--- config.mk ---
export PLATFORM = sky130hd
export DESIGN_NAME = reciprocating_stepper_homing_control_unit
export DESIGN_NICKNAME = d
export VERILOG_FILES = /design/src/rtl/rshc_pkg.sv /design/src/rtl/rshc_step_core.sv /design/src/rtl/reciprocating_stepper_homing_control_unit.sv
export SDC_FILE = /design/constraint.sdc
export NUM_CORES = 1
export LEC_CHECK = 0
export BUFFER_PORTS_ARGS = -buffer_cell sky130_fd_sc_hd__buf_4
export CAP_MARGIN = 25
export CORE_MARGIN = 4
export CORE_UTILIZATION = 45
export DETAILED_ROUTE_END_ITERATION = 7
export GPL_ROUTABILITY_DRIVEN = 0
export HOLD_SLACK_MARGIN = 0.1
export PLACE_DENSITY_LB_ADDON = 0.1
export SLEW_MARGIN = 0
export SYNTH_ARGS = -nofsm -noshare
export SYNTH_HDL_FRONTEND = slang
export SYNTH_HIERARCHICAL = 1
export SYNTH_SLANG_ARGS = --single-unit
--- constraint.sdc ---
create_clock -name clk -period 16.45 [get_ports clk]
set_input_delay 1.645 -clock clk [delete_from_list [all_inputs] [get_ports clk]]
set_output_delay 1.645 -clock clk [all_outputs]
set_load 0.005 [all_outputs]
--- src/rtl/rshc_pkg.sv ---
// Shared types and constants for the reciprocating stepper homing control.
package rshc_pkg;

  typedef enum logic [1:0] {
    MS_IDLE = 2'd0,
    MS_FWD  = 2'd1,
    MS_BACK = 2'd2,
    MS_HOME = 2'd3
  } motion_t;

  typedef enum logic [1:0] {
    SC_STOP   = 2'd0,
    SC_PLAY   = 2'd1,
    SC_BYPASS = 2'd2
  } stored_cmd_t;

  typedef enum logic [1:0] {
    DIR_NONE  = 2'd0,
    DIR_PLUS  = 2'd1,
    DIR_MINUS = 2'd2
  } dir_t;

  localparam logic [2:0] CMD_STOP   = 3'd0;
  localparam logic [2:0] CMD_PLAY   = 3'd1;
  localparam logic [2:0] CMD_BYPASS = 3'd2;
  localparam logic [2:0] CMD_FOLLOW = 3'd3;
  localparam logic [2:0] CMD_HOME   = 3'd4;

  localparam logic [1:0] BM_FWD  = 2'd1;
  localparam logic [1:0] BM_BACK = 2'd2;

  localparam logic REG_TRAVEL_LIMIT = 1'b0;
  localparam logic REG_HOME_ZERO    = 1'b1;

  localparam int LIMIT_W = 20;
  localparam int HZ_W    = 32;
  localparam int OUT_W   = 32;

  localparam logic [LIMIT_W-1:0] TRAVEL_LIMIT_RST = 20'd1750;

  typedef struct packed {
    motion_t     motion;
    stored_cmd_t stored;
    motion_t     bypass;
    logic        last_back;
  } ctrl_t;

endpackage

--- src/rtl/rshc_step_core.sv ---
// Next-state and step decision for one tick.
module rshc_step_core import rshc_pkg::*; #(
  parameter int POS_WIDTH   = 32,
  parameter int PLAY_MARGIN = 50
) (
  input  ctrl_t                        cur,
  input  logic [POS_WIDTH-1:0]         pos,
  input  logic                         cmd_write,
  input  logic [2:0]                   cmd,
  input  logic [1:0]                   bypass_motion,
  input  logic                         endstop,
  input  logic [LIMIT_W-1:0]           travel_limit,
  input  logic signed [HZ_W-1:0]       home_zero,
  output ctrl_t                        nxt,
  output logic [POS_WIDTH-1:0]         pos_next,
  output dir_t                         dir,
  output logic                         done
);

  localparam int CMP_W = ((POS_WIDTH > HZ_W) ? POS_WIDTH : HZ_W) + 2;

  logic signed [CMP_W-1:0] p_ext;
  logic signed [CMP_W-1:0] hz_ext;
  logic signed [CMP_W-1:0] lim_ext;
  logic signed [CMP_W-1:0] fwd_thr;
  logic signed [CMP_W-1:0] back_thr;

  assign p_ext    = CMP_W'($signed(pos));
  assign hz_ext   = CMP_W'(home_zero);
  assign lim_ext  = $signed(CMP_W'(travel_limit));
  assign fwd_thr  = hz_ext - $signed(CMP_W'(PLAY_MARGIN));
  assign back_thr = hz_ext - lim_ext;

  always_comb begin
    nxt      = cur;
    pos_next = pos;
    dir      = DIR_NONE;
    done     = 1'b0;

    if (cmd_write) begin
      case (cmd)
        CMD_STOP: nxt.stored = SC_STOP;
        CMD_PLAY: nxt.stored = SC_PLAY;
        CMD_BYPASS: begin
          case (bypass_motion)
            BM_FWD:  nxt.bypass = MS_FWD;
            BM_BACK: nxt.bypass = MS_BACK;
            default: nxt.bypass = MS_IDLE;
          endcase
          nxt.stored = SC_BYPASS;
        end
        CMD_FOLLOW: begin
          nxt.stored = SC_PLAY;
          if (nxt.motion inside {MS_HOME, MS_IDLE}) begin
            nxt.motion = MS_FWD;
          end
        end
        CMD_HOME: begin
          nxt.motion = MS_HOME;
          nxt.stored = SC_BYPASS;
          nxt.bypass = MS_IDLE;
        end
        default: ;
      endcase
    end

    if (nxt.motion == MS_HOME) begin
      if (nxt.stored == SC_STOP) begin
        nxt.motion = MS_IDLE;
      end else if (endstop) begin
        nxt.motion = MS_IDLE;
        pos_next   = hz_ext[POS_WIDTH-1:0];
        dir        = DIR_MINUS;
        done       = 1'b1;
      end else begin
        dir = DIR_PLUS;
      end
    end else begin
      case (nxt.stored)
        SC_PLAY: begin
          if (p_ext >= fwd_thr) begin
            nxt.motion = MS_FWD;
          end else if (p_ext <= back_thr) begin
            nxt.motion = MS_BACK;
          end else begin
            nxt.motion = nxt.last_back ? MS_BACK : MS_FWD;
          end
        end
        SC_BYPASS: nxt.motion = nxt.bypass;
        default:   nxt.motion = MS_IDLE;
      endcase

      if (nxt.motion == MS_FWD) begin
        dir           = DIR_MINUS;
        pos_next      = pos - POS_WIDTH'(1);
        nxt.last_back = 1'b0;
      end else if (nxt.motion == MS_BACK) begin
        dir           = DIR_PLUS;
        pos_next      = pos + POS_WIDTH'(1);
        nxt.last_back = 1'b1;
      end
    end
  end

endmodule

--- src/rtl/reciprocating_stepper_homing_control_unit.sv ---
// Top level: input register, tick logic, state and result register.
// An accepted word waits in the input register; its tick result is then registered on the output.
// Throughput: one word per cycle unless out_stall holds a result; the combinational tick logic sets the rate.
// in_stall rises only while the input register holds a word and a result is stalled.
// Reset (rst, synchronous): motion idle, command stop, position zero,
// travel_limit 1750, home_zero 0; no words in flight.
module reciprocating_stepper_homing_control_unit import rshc_pkg::*; #(
  parameter int PLAY_MARGIN = 50,
  parameter int POS_WIDTH   = 32
) (
  input  logic                   clk,
  input  logic                   rst,
  input  logic                   in_valid,
  output logic                   in_stall,
  input  logic                   cmd_write,
  input  logic [2:0]             cmd,
  input  logic [1:0]             bypass_motion,
  input  logic                   endstop,
  output logic                   out_valid,
  input  logic                   out_stall,
  output logic [1:0]             step_dir,
  output logic signed [OUT_W-1:0] position,
  output logic [1:0]             motion_state_out,
  output logic                   homing_done,
  input  logic                   cfg_valid,
  output logic                   cfg_ready,
  input  logic                   cfg_index,
  input  logic [HZ_W-1:0]        cfg_data
);

  localparam int EXT_W = ((POS_WIDTH > OUT_W) ? POS_WIDTH : OUT_W) + 1;

  logic                   s1_valid;
  logic                   s1_cmd_write;
  logic [2:0]             s1_cmd;
  logic [1:0]             s1_bypass_motion;
  logic                   s1_endstop;

  ctrl_t                  ctrl;
  ctrl_t                  ctrl_next;
  logic [POS_WIDTH-1:0]   pos;
  logic [POS_WIDTH-1:0]   pos_next;
  dir_t                   dir;
  logic                   done;
  logic [EXT_W-1:0]       pos_ext;

  logic [LIMIT_W-1:0]     travel_limit;
  logic signed [HZ_W-1:0] home_zero;

  logic                   in_acc;
  logic                   advance;

  assign advance   = s1_valid && (!out_valid || !out_stall);
  assign in_stall  = s1_valid && out_valid && out_stall;
  assign in_acc    = in_valid && !in_stall;
  assign cfg_ready = 1'b1;

  rshc_step_core #(
    .POS_WIDTH   (POS_WIDTH),
    .PLAY_MARGIN (PLAY_MARGIN)
  ) u_core (
    .cur           (ctrl),
    .pos           (pos),
    .cmd_write     (s1_cmd_write),
    .cmd           (s1_cmd),
    .bypass_motion (s1_bypass_motion),
    .endstop       (s1_endstop),
    .travel_limit  (travel_limit),
    .home_zero     (home_zero),
    .nxt           (ctrl_next),
    .pos_next      (pos_next),
    .dir           (dir),
    .done          (done)
  );

  assign pos_ext = EXT_W'(pos_next);

  always_ff @(posedge clk) begin
    if (rst) begin
      travel_limit <= TRAVEL_LIMIT_RST;
      home_zero    <= '0;
    end else if (cfg_valid && cfg_ready) begin
      case (cfg_index)
        REG_TRAVEL_LIMIT: travel_limit <= cfg_data[LIMIT_W-1:0];
        REG_HOME_ZERO:    home_zero    <= $signed(cfg_data);
        default: ;
      endcase
    end
  end

  always_ff @(posedge clk) begin
    if (rst) begin
      s1_valid <= 1'b0;
    end else begin
      s1_valid <= in_acc || (s1_valid && !advance);
    end
    if (in_acc) begin
      s1_cmd_write     <= cmd_write;
      s1_cmd           <= cmd;
      s1_bypass_motion <= bypass_motion;
      s1_endstop       <= endstop;
    end
  end

  always_ff @(posedge clk) begin
    if (rst) begin
      ctrl      <= '{motion: MS_IDLE, stored: SC_STOP, bypass: MS_IDLE, last_back: 1'b0};
      pos       <= '0;
      out_valid <= 1'b0;
    end else if (advance) begin
      ctrl      <= ctrl_next;
      pos       <= pos_next;
      out_valid <= 1'b1;
    end else if (!out_stall) begin
      out_valid <= 1'b0;
    end
  end

  always_ff @(posedge clk) begin
    if (advance) begin
      step_dir         <= dir;
      position         <= $signed(pos_ext[OUT_W-1:0]);
      motion_state_out <= ctrl_next.motion;
      homing_done      <= done;
    end
  end

  a_reset_empty: assert property (@(posedge clk)
    rst |=> !out_valid && !s1_valid)
    else $error("words in flight after reset");

  a_stall_needs_word: assert property (@(posedge clk) disable iff (rst)
    in_stall |-> s1_valid && out_valid)
    else $error("input stalled with nothing held");

  a_done_backoff: assert property (@(posedge clk) disable iff (rst)
    out_valid && homing_done |->
      step_dir == DIR_MINUS && motion_state_out == MS_IDLE)
    else $error("homing done without back-off step");

  a_homing_steps_plus: assert property (@(posedge clk) disable iff (rst)
    out_valid && motion_state_out == MS_HOME |-> step_dir == DIR_PLUS && !homing_done)
    else $error("homing word without plus step");

  a_idle_no_step: assert property (@(posedge clk) disable iff (rst)
    out_valid && motion_state_out == MS_IDLE && !homing_done |-> step_dir == DIR_NONE)
    else $error("idle word carries a step");

endmodule

# Yosys cells after proc, flatten, opt, wreduce, memory -nomap -nowiden

Cells that the tools add are included.

Reductions and logical operators: 22
Muxes and demuxes: 29
Eq/ne operators: 13
$add $sub $neg: 4
$lt $le $gt $ge: 2
Bitwise gates (word level): 2

Operator list:

| kind                  | number |
|---|---|
| $mux 32               | 5 |
| $ge 32x33->1          | 1 |
| $le 32x33->1          | 1 |
| $sub 32x21->33        | 1 |
| $sub 32x7->33 const B | 1 |
| $add 32x1->32 const B | 1 |
| $sub 32x1->32 const B | 1 |
| $mux 2                | 12 |
| $pmux 2 s2            | 4 |
| $eq 2x2->1 const B    | 5 |
| $eq 2x1->1 const B    | 3 |
| $eq 3x2->1 const B    | 2 |
| $mux 1                | 6 |
| $mux 6                | 1 |
| $pmux 2 s3            | 1 |
| $reduce_or 2->1       | 3 |
| $logic_and 1x1->1     | 5 |
| $logic_not 1->1       | 4 |
| $logic_not 2->1       | 2 |
| $reduce_and 2->1      | 2 |
| $reduce_bool 2->1     | 2 |
| $eq 3x1->1 const B    | 1 |
| $eq 3x3->1 const B    | 1 |
| $logic_not 3->1       | 1 |
| other kinds (4)       | 6 |

Input bits: 45
Register bits: 137
Output and inout port bits: 40

# Longest topological paths before layout

Word-level depth: 12
Depth in mapped cells: 27
Depth with buffers taken out: 26

# Hierarchy

Netlist, hierarchy kept.

By module, submodules not included:

| module                                    | area each (µm²) | sequential area each (µm²) | cells each | instances |
|---|---|---|---|---|
| rshc_step_core                            | 5205.0          | 0.0                        | 781        | 1 |
| reciprocating_stepper_homing_control_unit | 4601.9          | 3183.1                     | 453        | 1 |

# Worst setup path after synthesis

Ideal clock, no wire load.

Kind: reg2reg
From: register travel_limit[1]
To: register pos[20]
Data required time: 16.380 ns
Slack: 10.835 ns
Arrival time: 5.544 ns
Period minus slack after synthesis: 5.615 ns
Path buffers: 0
Stages on the path, launching flop included: 26
Path through: dfxtp_1 > inv_1 > ha_1 > nor2b_1 > o31a_1 > o41a_1 > o21ai_0 > a31o_2 > a41oi_1 > nor3_1 > o21bai_1 > nor4_1 > xnor2_1 > ha_1 > nand4_1 > or4b_2 > a41oi_2 > o211a_1 > a2111oi_2 > a21oi_1 > nand2_1 > o32ai_1 > o21ai_0 > a221oi_1 > nand2_1 > a21oi_1

Word-level cells in the longest chain between the ends: 10
Elaborated cells between the ends (all ways): 11

Ends and longest elaborated chain:

| element                  | line                                             | source |
|---|---|---|
| start: declaration       | reciprocating_stepper_homing_control_unit.sv:47  | `logic [LIMIT_W-1:0] travel_limit;` |
| start signal: assignment | reciprocating_stepper_homing_control_unit.sv:84  | `REG_TRAVEL_LIMIT: travel_limit <= cfg_data[LIMIT_W-1:0];` |
| $sub 32x21->33 (*)       | rshc_step_core.sv:32                             | `assign back_thr = hz_ext - lim_ext;` |
| $le 32x33->1 (*)         | rshc_step_core.sv:83                             | `end else if (p_ext <= back_thr) begin` |
| $mux 2 (*)               | rshc_step_core.sv:83                             |  |
| $mux 2 (*)               | rshc_step_core.sv:81                             | `if (p_ext >= fwd_thr) begin` |
| $pmux 2 s2 (*)           | rshc_step_core.sv:79                             | `case (nxt.stored)` |
| $mux 2 (*)               | rshc_step_core.sv:67                             | `if (nxt.motion == MS_HOME) begin` |
| $eq 2x2->1               | rshc_step_core.sv:97                             | `end else if (nxt.motion == MS_BACK) begin` |
| $mux 32                  | rshc_step_core.sv:97                             |  |
| $mux 32 (*)              | rshc_step_core.sv:93                             | `if (nxt.motion == MS_FWD) begin` |
| $mux 32 (*)              | rshc_step_core.sv:67                             |  |
| via pos_next[20]         | reciprocating_stepper_homing_control_unit.sv:42  | `logic [POS_WIDTH-1:0] pos_next;` |
| end signal: assignment   | reciprocating_stepper_homing_control_unit.sv:112 | `pos <= pos_next;` |
| end: declaration         | reciprocating_stepper_homing_control_unit.sv:41  | `logic [POS_WIDTH-1:0] pos;` |

The timed path passes the listed nets; every way through them passes the cells marked *. The select of a mux whose other input is x is not followed.
A chain may end at the register's enable or synchronous reset.

# Worst setup path after layout

Same ends and word-level chain as after synthesis.

==> impl_results.md <==
* Initial antenna violation count at 0
* Critical path start-end classification: register to register
* Die width at between 150 and 200 um
* Post-route clock skew at about 0.0098 ns
* Signal arrival time at the worst endpoint at just under 7 ns
* Total power divided by cell area at slightly below 90 mW/mm^2
* IR Drop Worst-Case VDD at ~70 uV
* CTS Root Cell: clkbuf_16
* TritonRoute pass-1 iters at 5
* Die Ht at roughly 160 um
* Reg clk slew, reported paths at 0.06 ns
* H-tree level count at 4
* Antenna Cells at 0
* Async SR Flop Fraction at 0%
* Die area at approximately 0.024 mm^2
* Wirelength per Cell at approximately 18 um
* Type of destination of the critical path: register
* Global-route congestion overflow total at 0
* Post-route non-filler standard cell count at about 1600
* End point of the most critical hold path: travel_limit[11]
* Global-route wire length before repair at about 45 mm
* R2R Setup Slk at around 9.9 ns
* Clock sinks at about 140
* Max-cap viol count at 0
* Area delta synth->final at 13.5%
* RSZ-0062 raised after global routing: false
* Outcome: completed
* Number of instances in the placed design at around 1500
* Count of final setup violators at 0
* Final hold violation count at 0
* Cell Area, Placed at 0.0105 mm^2
* Setup total negative slack at 0 ns
* Number of cells on the worst hold path at 2
* Relative slew margins at roughly a third
* Total track usage at a little under a quarter
* Number of synthesized register bits at 137
* Launch instance of the worst min-delay path: travel_limit[11]
* Kind of launch point of the worst setup path: register
* Final #Nets at 1423
* Synthesized area divided by synthesized cell count at around 8 um^2
* Number of max-slew violations in the final report at 0
* Post-route minimum period at between 6 and 7 ns
* Number of antenna-violating nets in the routed design at 0
* Most frequent cells in the layout: nand2_1 (271), a21oi_1 (136), dfxtp_1 (93), ha_1 (92), buf_4 (90)
* Cts bufs inserted at 17
* Launch instance of the worst register-to-register path: travel_limit[1]
* Capture instance of the worst register-to-register path: pos[20]
* Clock tree from TritonCTS: done
* Total leakage power at about 0.0045 uW
* Maximum net fanout on the critical path at 16
* Maximum number of pins on one net before global-route repair at 94
* Vias in the first global route at between 8000 and 9000
* Post-cts sizing count at 0
* Initial core utilization at 46.2%
* Final wirelength at 28.2 mm
* Port buffer count at 83
* Flip-flop cell with the highest count after synthesis: dfxtp_1
* Measured slew at the worst slew-check pin at ~1.0 ns
* Post-route fraction of the period consumed by the critical path at about two fifths
* DP Wirelength at ~21 mm
* Yosys Warn Count at 6
* Cell row count at 53
* Area of all placed cells without fillers at ~0.011 mm^2
* Number of hold buffers added after cts at 0
* Hold Path Class: register to register
* Post-synthesis instance area at a little under 0.01 mm^2
* Fraction of layout instances using a drive strength above 1 at 11.8%
* Number of ports placed on the die boundary at 85
* Most common library cell in the layout ignoring fill and taps: nand2_1
* Count of flip-flops with a built-in enable after synthesis at 44
* DRC Markers at 0
* Share of synthesized area occupied by flip-flops and latches at about 32%
* Worst-case clock buffer depth at 2
* Clk_lat worst skew at between 0.4 and 0.5 ns
* Post-synthesis cell count at between 1000 and 1500
* Timing-limited maximum frequency at 0.152 GHz
* Number of DRC violations after detailed-routing iteration 0 at approximately 750
* Depth of the worst register-to-register path at 26
* Worst Path Required at approximately 17 ns
* Post CTS Setup Buffer Count at 0
* Mean number of vias per cell at a little under 6
* Netlist cell types at slightly below 80
* Detailed-route via count at a little over 9000
* Synth Net Count at around 1400
* Core region area at 0.0212 mm^2
* Hold Slack at around 0.46 ns
==> per-stage QoR <==
step                      setup WS, ns  util [%]  total power [uW]
after floorplan                  10.84         -               551
after global placement           10.18      49.7               610
after detailed placement         10.04      49.7               612
after CTS                        10.00      52.4               998
after global routing              9.44      52.4              1050
final                             9.86      52.4               993
==> power breakdown <==
group | switching [uW] | total, uW | internal (uW)
clock | 156 | 384 | 228
combinational | 129 | 224 | 94.9
sequential | 19.4 | 385 | 366
total | 304 | 993 | 689
==> sequential cells by signal, summed over array words and instances, names as in the netlist, 2 cells and up <==
signal	flops
travel_limit	20
home_zero	32
step_dir	2
s1_bypass_motion	2
motion_state_out	2
s1_cmd	3
position	32
pos	32
ctrl	7
==> worst max path at each step <==
stage               slack (ns)  endpoint             from  cells after the start
finish                    9.86   pos[20]  travel_limit[1]                     26
global route              9.44    pos[2]  travel_limit[1]                     25
CTS                      10.00   pos[20]  travel_limit[1]                     26
detailed placement       10.04   pos[20]  travel_limit[1]                     26
global placement         10.18   pos[20]  travel_limit[1]                     26
floorplan                10.84   pos[20]  travel_limit[1]                     25
==> critical path: stages, from the launching register on <==
cell       delay (ns)
dfxtp_1          0.39
inv_1            0.06
ha_1             0.28
nor2b_1          0.14
o31a_1           0.27
o41a_1           0.36
o21ai_0          0.28
a31o_2           0.23
a41oi_1          0.15
nor3_1           0.22
o21bai_1         0.22
nor4_1           0.28
xnor2_1          0.12
ha_1             0.32
nand4_1          0.15
or4b_2           0.68
a41oi_2          0.27
o211a_1          0.23
a2111oi_2        0.08
a21oi_1          0.22
buf_4            0.26
nand2_1          0.21
o32ai_1          0.34
o21ai_0          0.12
a221oi_1         0.39
nand2_1          0.09
a21oi_1          0.14
==> cell usage after synthesis, drive strengths merged (11+ instances only) <==
library cell / instances / area share (%)
ha: 92 / 12
buf: 25 / 1.7
nand3: 38 / 1.9
dfxtp: 93 / 19
edfxtp: 44 / 13
inv: 57 / 2.2
nand2b: 16 / 1.0
nand2: 271 / 10
xnor2: 50 / 4.5
xor2: 17 / 1.5
o32ai: 11 / 0.98
a21oi: 137 / 7.0
o21a: 12 / 0.92
o21ai: 51 / 2.6
nor4: 13 / 0.98
nand4: 20 / 1.3
nand3b: 11 / 0.84
nor2: 62 / 2.4
clkbuf: 33 / 1.3
or3: 12 / 0.77
nor3: 27 / 1.4
==> cell type report <==
type / instances / area [um^2]
Clock inverter: 14 / 149
Inverter: 58 / 219
Tap cell: 275 / 344
Fill cell: 2091 / 10100
Sequential cell: 137 / 3180
Timing Repair Buffer: 90 / 676
Clock buffer: 18 / 439
Multi-Input combinational cell: 981 / 6120
==> per-layer routing <==
layer | GRT usage, % | share of wire [%] | up-vias
li1 | - | - | 4501
met1 | 35.1 | 49 | 4303
met2 | 35.0 | 43 | 320
met3 | 3.11 | 6.7 | 24
met4 | 5.21 | 1.1 | 0
met5 | 0 | 0 | -
==> cell families after synthesis <==
logic type	Yosys count	synth area share [%]
other	1	0.0382
and+or+nand+nor	512	24.0
AOI/OAI and AO/OA	305	20.0
muxes	3	0.306
buffers and inverters	116	5.23
adders and majority gates	93	11.9
xor gates and xnor gates	67	5.98
DFF	137	32.5
(Power assumes the default switching activity.)
